## config.mk

```make
export PLATFORM = sky130hd
export DESIGN_NAME = tpm_ctrl
export DESIGN_NICKNAME = d
export VERILOG_FILES = /design/src/rtl/tpm_pkg.sv /design/src/rtl/tpm_ctrl.sv
export SDC_FILE = /design/constraint.sdc
export NUM_CORES = 1
export LEC_CHECK = 0
export BUFFER_PORTS_ARGS = -buffer_cell sky130_fd_sc_hd__buf_2
export CAP_MARGIN = 20
export CELL_PAD_IN_SITES_DETAIL_PLACEMENT = 1
export CELL_PAD_IN_SITES_GLOBAL_PLACEMENT = 2
export CORE_MARGIN = 4
export CORE_UTILIZATION = 24
export DETAILED_ROUTE_END_ITERATION = 8
export GPL_TIMING_DRIVEN = 0
export PLACE_DENSITY = 0.86
export SYNTH_ARGS = -nofsm -noshare
export SYNTH_HDL_FRONTEND = slang
export SYNTH_SLANG_ARGS = --single-unit
```

## constraint.sdc

```tcl
create_clock -name clk -period 2.9 [get_ports clk]
set_clock_uncertainty 0.15 [all_clocks]
set_input_delay 0.58 -clock clk [delete_from_list [all_inputs] [get_ports clk]]
set_output_delay 0.58 -clock clk [all_outputs]
set_load 0.05 [all_outputs]
```

## src/rtl/tpm_pkg.sv

```systemverilog
// Shared definitions for the tolerance point matcher: command codes, field widths
// and the controller/datapath command and status bundles.
// No dependencies; every other file of the block imports this package.
package tpm_pkg;

	// Defaults for the top-level parameters
	localparam int DEF_MAX_POINTS = 1024;
	localparam int DEF_COORD_BITS = 24;

	// Fixed field widths
	localparam int INDEX_BITS  = 16;
	localparam int RADIUS_BITS = 23;
	localparam int CMD_BITS    = 2;

	localparam logic [RADIUS_BITS-1:0] RADIUS_RESET = RADIUS_BITS'(256);

	// Command codes carried on the input tuser
	localparam logic [CMD_BITS-1:0] CMD_CLEAR = 2'd0;
	localparam logic [CMD_BITS-1:0] CMD_LOAD  = 2'd1;
	localparam logic [CMD_BITS-1:0] CMD_MATCH = 2'd2;

	// Controller to datapath
	typedef struct packed {
		logic clear;        // empty the store and reset the pointers
		logic append;       // write the incoming point at the fill count
		logic match_start;  // latch the reference point, reset the best distance
		logic skip_rd;      // read the entry at the sweep start
		logic skip_adv;     // advance the sweep start by one
		logic scan_rd;      // read the entry at the scan pointer
		logic push;         // hand the entry just read to the distance pipeline
		logic scan_first;   // scan pointer takes sweep start plus one
		logic scan_next;    // scan pointer advances by one
		logic out_load;     // load the result register
	} tpm_cmd_t;

	// Datapath to controller
	typedef struct packed {
		logic start_end;    // sweep start has reached the fill count
		logic scan_end;     // scan pointer has reached the fill count
		logic below;        // entry read lies at or beyond the radius below the reference
		logic above;        // entry read lies more than the radius above the reference
		logic busy;         // distance pipeline still holds an entry
	} tpm_sts_t;

endpackage

```

## src/rtl/tpm_ctrl.sv

```systemverilog
// Controller of the tolerance point matcher: sequences accept, skip, scan, drain
// and result transfer. Depends on tpm_pkg for the command and status bundles.
module tpm_ctrl (
	input  logic                         clk,
	input  logic                         arst_n,
	input  logic                         s_tvalid,
	output logic                         s_tready,
	input  logic [tpm_pkg::CMD_BITS-1:0] s_tuser,
	output logic                         m_tvalid,
	input  logic                         m_tready,
	input  tpm_pkg::tpm_sts_t            sts,
	output tpm_pkg::tpm_cmd_t            cmd
);
	import tpm_pkg::*;

	typedef enum logic [2:0] {
		ST_IDLE,
		ST_SKIP_RD,
		ST_SKIP_EV,
		ST_SCAN_RD,
		ST_SCAN_EV,
		ST_DRAIN,
		ST_DONE
	} state_t;

	state_t state_q;
	state_t state_d;
	logic   m_tvalid_q;

	assign s_tready = (state_q == ST_IDLE);
	assign m_tvalid = m_tvalid_q;

	// Decode state and status into datapath commands
	always_comb begin
		cmd     = '0;
		state_d = state_q;
		case (state_q)
			ST_IDLE: begin
				if (s_tvalid) begin
					case (s_tuser)
						CMD_CLEAR: cmd.clear = 1'b1;
						CMD_LOAD:  cmd.append = 1'b1;
						CMD_MATCH: begin
							cmd.match_start = 1'b1;
							state_d         = ST_SKIP_RD;
						end
						default: ;
					endcase
				end
			end
			ST_SKIP_RD: begin
				if (sts.start_end) begin
					state_d = ST_DRAIN;
				end else begin
					cmd.skip_rd = 1'b1;
					state_d     = ST_SKIP_EV;
				end
			end
			ST_SKIP_EV: begin
				if (sts.below) begin
					cmd.skip_adv = 1'b1;
					state_d      = ST_SKIP_RD;
				end else if (sts.above) begin
					state_d = ST_DRAIN;
				end else begin
					cmd.push       = 1'b1;
					cmd.scan_first = 1'b1;
					state_d        = ST_SCAN_RD;
				end
			end
			ST_SCAN_RD: begin
				if (sts.scan_end) begin
					state_d = ST_DRAIN;
				end else begin
					cmd.scan_rd = 1'b1;
					state_d     = ST_SCAN_EV;
				end
			end
			ST_SCAN_EV: begin
				if (sts.above) begin
					state_d = ST_DRAIN;
				end else begin
					cmd.push      = 1'b1;
					cmd.scan_next = 1'b1;
					state_d       = ST_SCAN_RD;
				end
			end
			ST_DRAIN: begin
				if (!sts.busy) begin
					state_d = ST_DONE;
				end
			end
			ST_DONE: begin
				if (!m_tvalid_q || m_tready) begin
					cmd.out_load = 1'b1;
					state_d      = ST_IDLE;
				end
			end
			default: state_d = ST_IDLE;
		endcase
	end

	// Hold state and the result valid flag
	always_ff @(posedge clk or negedge arst_n) begin
		if (!arst_n) begin
			state_q    <= ST_IDLE;
			m_tvalid_q <= 1'b0;
		end else begin
			state_q <= state_d;
			if (cmd.out_load) begin
				m_tvalid_q <= 1'b1;
			end else if (m_tready) begin
				m_tvalid_q <= 1'b0;
			end
		end
	end

`ifndef ASSERT_OFF
	// An entry enters the pipeline only in the cycle after its read was issued
	a_push_after_read: assert property (@(posedge clk) disable iff (!arst_n)
		cmd.push |-> $past(cmd.skip_rd || cmd.scan_rd))
		else $error("push without a preceding memory read");

	// A result appears only when leaving the result state
	a_result_from_done: assert property (@(posedge clk) disable iff (!arst_n)
		$rose(m_tvalid) |-> $past(state_q == ST_DONE))
		else $error("result raised outside the result state");

	// Loading the result register always presents a result
	a_load_shows: assert property (@(posedge clk) disable iff (!arst_n)
		cmd.out_load |=> m_tvalid)
		else $error("result load did not raise valid");
`endif

endmodule

```

==> impl_summary.log <==
[metrics] run status: completed
[metrics] synthesized area: 426.7 sq um
[metrics] global-route wire length before repair: 2.001 mm
[metrics] Final Hold Fails: 0
[metrics] top_reg_cell synth: sky130_fd_sc_hd__dfrtp_1
[metrics] area fraction of the dominant cell type after synthesis: 23.46%
[metrics] Final Critical Period: 2247 ps
[metrics] family of cells with the greatest summed delay on the critical path: buffers and inverters
[metrics] slew at the pin with the worst max-slew slack: 255.7 ps
[metrics] synth top area cells: sky130_fd_sc_hd__dfrtp_1 (23%), sky130_fd_sc_hd__a221oi_2 (7.0%), sky130_fd_sc_hd__a21o_1 (5.3%)
[metrics] global-route usage over all layers: 10.38%
[metrics] average vias per placed instance: 4.825
[metrics] insertion delay to the later sink of the worst-skew pair: 240 ps
[metrics] Final Max Tran Viols: 0
[metrics] number of warnings reported in the yosys synthesis log: 0
[metrics] nets in the synthesized netlist: 58
[metrics] asr flop ratio synth: 100.0%
[metrics] y dimension of the die: 50.17 um
[metrics] post-layout instance count excluding filler cells: 97
[metrics] CP startpoint kind: register
[metrics] cell count after synthesis: 47
[metrics] GPL Wtd Cong: 0.7429
[metrics] Initial Util: 26.77%
[metrics] number of remaining DRC errors: 0
[metrics] share of final-layout standard cells stronger than drive strength 1: 47.95%
[metrics] Max Clock Freq: 445.0 MHz
[metrics] floorplan core area: 1594 sq um
[metrics] Pwr Density: 1045 nW/um^2
[metrics] final instance area: 605.6 sq um
[metrics] Chip Width: 50.17 um
[metrics] drt pass-1 iters: 4
[metrics] Bufs on Longest Clock Path: 2
[metrics] post-DR wirelength/cell: 12.61 um
[metrics] CP required: 2170 ps
[metrics] total via count in the routed design: 468
[metrics] final setup vio count: 0
[metrics] Ports: 23
[metrics] Overflow after GRT: 0
[metrics] maximum number of pins on one net before global-route repair: 11
[metrics] Post-Place Cell Area: 573.1 sq um
[metrics] buffer type at the clock tree root: sky130_fd_sc_hd__clkbuf_4
[metrics] most repeated library cell on the critical path: sky130_fd_sc_hd__buf_4
[metrics] Port Buffers: 22
[metrics] Max H-tree Level: 1
[metrics] cell breakdown of the critical path: buf_4 > buf_4 > nand3b_1 > nor2_1 > buf_2
[metrics] placement row count: 14
[metrics] Detailed Place HPWL: 945.5 um
[metrics] peak supply drop: 0.3582 mV
[metrics] clock transition at the registers of the reported paths: 40 ps
[metrics] Distinct cells, synth: 29
[metrics] total die area: 2517 sq um
[metrics] CTS buffer count: 3
[metrics] Relative slew margins: 83.07%
[metrics] post-synthesis cell type with the largest combined area: sky130_fd_sc_hd__dfrtp_1
[metrics] count of antenna diodes in the layout: 0
[metrics] commonest cells in the netlist: sky130_fd_sc_hd__dfrtp_1 (4), sky130_fd_sc_hd__nor3_1 (4), sky130_fd_sc_hd__a21o_1 (3), sky130_fd_sc_hd__nand2b_1 (3)
[metrics] CP max stage cell: sky130_fd_sc_hd__dfrtp_1
[metrics] post-route ant nets: 0
[metrics] unrepaired setup endpoints after global routing: false
[metrics] Setup Total Neg Slack: 0 ps
[metrics] starting DRC count in detailed routing: 5
[metrics] delay contributed by the slowest stage of the critical path: 350 ps
[metrics] number of enable flip-flop cells after synthesis: 0
[metrics] type of the setup path with the least slack: register to output port
[metrics] Inst Count DP: 93
[metrics] post-detailed-routing wire length: 1.223 mm
[metrics] leakage power total: 0.3130 nW
[metrics] CTS tree: yes
[metrics] sequential area share after synthesis: 23.46%
[metrics] buffering stage count on the worst path with inverters included: 3
[metrics] worst hold path type: register to register
[metrics] signed area change from the synthesized netlist to the final layout: 41.94%
[metrics] maxcap violations: 0
[metrics] Tcrit/Tclk final: 77.48%
[metrics] number of antenna violations at the first check in global routing: 0
[metrics] number of filler cells placed in the layout: 201
[metrics] average cell area after synthesis: 9.078 sq um
[metrics] clock sink total: 4
[metrics] number of nets in the final layout: 86
[metrics] type of element capturing the critical path: output port
[metrics] via count of the first global-routing pass: 463
[metrics] biggest fanout along the worst timing path: 10
[metrics] arrival time of data at the critical path endpoint: 1520 ps
[metrics] FF+latch count, synth: 4
what timing repair did:
item,CTS,global route
gates resized for setup,0,0
hold endpoints to repair,4,0
hold buffers,1,0
buffers inserted,0,0
registers in the layout (all words and copies together), names as in the netlist:
name,count
state_q,3
m_tvalid,1
final timing paths:
| path | start | endpoint | slack (ps) | depth (start not counted) |
|---|---|---|---|---|
| max | state_q[0] | cmd[0] | 650 | 5 |
| min | m_tvalid | m_tvalid | 410 | 2 |
| max reg2reg | state_q[2] | state_q[1] | 1540 | 5 |
| min reg2reg | m_tvalid | m_tvalid | 410 | 2 |
| max in group asynchronous | arst_n | state_q[1] | 1950 | 2 |
| min in group asynchronous | arst_n | m_tvalid | 530 | 2 |
report_power, final:
group | switching, W | leakage (nW) | internal (W)
combinational | 0.000301 | 0.248 | 0.000161
clock | 0.0000255 | 0.0138 | 0.0000465
sequential | 0.0000185 | 0.0509 | 0.0000803
total | 0.000345 | 0.313 | 0.000288
logic make-up (layout without fill, tap and decap cells):
logic type | Yosys count | count (layout) | share of synthesized area [%]
AND/OR/NAND/NOR | 21 | 21 | 36.36
buffers and inverters | 6 | 32 | 10.56
multiplexers | 1 | 1 | 2.346
AO/OA/AOI/OAI | 15 | 15 | 27.27
flip-flops | 4 | 4 | 23.46
tightest hold or removal path: stages, from the launching register on:
cell and delay [ps]:
sky130_fd_sc_hd__dfrtp_1 350, sky130_fd_sc_hd__nand2b_1 100, sky130_fd_sc_hd__nand2_1 70
metal layers:
layer,up-vias,GRT usage [%],wire length [um]
met4,0,6.912,23
li1,230,-,-
met5,-,0,0
met2,17,15.43,560
met1,217,13.49,554
met3,4,2.071,86
per-stage QoR:
stage	hold slack (ps)	utilization (%)	power (W)	worst slack [ps]
6_report	406.0	37.99	0.0006328	653.0
3_3_place_gp	239.9	35.95	0.0005574	800.5
2_1_floorplan	134.4	-	0.0004681	291.3
4_1_cts	411.4	37.99	0.0006405	645.4
5_1_grt	444.7	37.99	0.0006818	573.2
3_5_place_dp	241.0	35.95	0.0005638	775.0
final cells by class:
cell class | count | area, sq um | share of cell area [%]
buffer | 4 | 37.54 | 6.198
clock buffer | 3 | 22.52 | 3.719
inverter | 2 | 7.507 | 1.240
multi-input combinational | 37 | 287.8 | 47.52
sequential | 4 | 100.1 | 16.53
tap | 24 | 30.03 | 4.959
timing repair buffer | 23 | 120.1 | 19.83
layout by cell type (no fill, tap or decap):
master	n
sky130_fd_sc_hd__a22oi_1	1
sky130_fd_sc_hd__dlygate4sd3_1	1
sky130_fd_sc_hd__nor3_2	1
sky130_fd_sc_hd__o211a_1	1
sky130_fd_sc_hd__buf_6	2
sky130_fd_sc_hd__or2b_1	1
sky130_fd_sc_hd__nor4_2	1
sky130_fd_sc_hd__and4bb_1	1
sky130_fd_sc_hd__dfrtp_1	4
sky130_fd_sc_hd__nor4_4	1
sky130_fd_sc_hd__a211oi_1	1
sky130_fd_sc_hd__nand2_1	1
sky130_fd_sc_hd__a21o_1	3
sky130_fd_sc_hd__nor2_1	1
sky130_fd_sc_hd__a221oi_2	2
sky130_fd_sc_hd__o21a_1	1
sky130_fd_sc_hd__o22ai_1	1
sky130_fd_sc_hd__nand2b_1	3
sky130_fd_sc_hd__o21ai_1	2
sky130_fd_sc_hd__a21oi_1	2
sky130_fd_sc_hd__inv_1	2
sky130_fd_sc_hd__buf_4	2
sky130_fd_sc_hd__clkbuf_4	3
sky130_fd_sc_hd__nand3b_1	2
sky130_fd_sc_hd__mux2i_1	1
sky130_fd_sc_hd__buf_2	22
sky130_fd_sc_hd__and4b_1	1
sky130_fd_sc_hd__nor3b_1	1
sky130_fd_sc_hd__o21ai_0	1
sky130_fd_sc_hd__nor2b_1	2
sky130_fd_sc_hd__nor2_2	1
sky130_fd_sc_hd__nor3_1	4
Note: power is estimated with default switching activity, not from simulation.
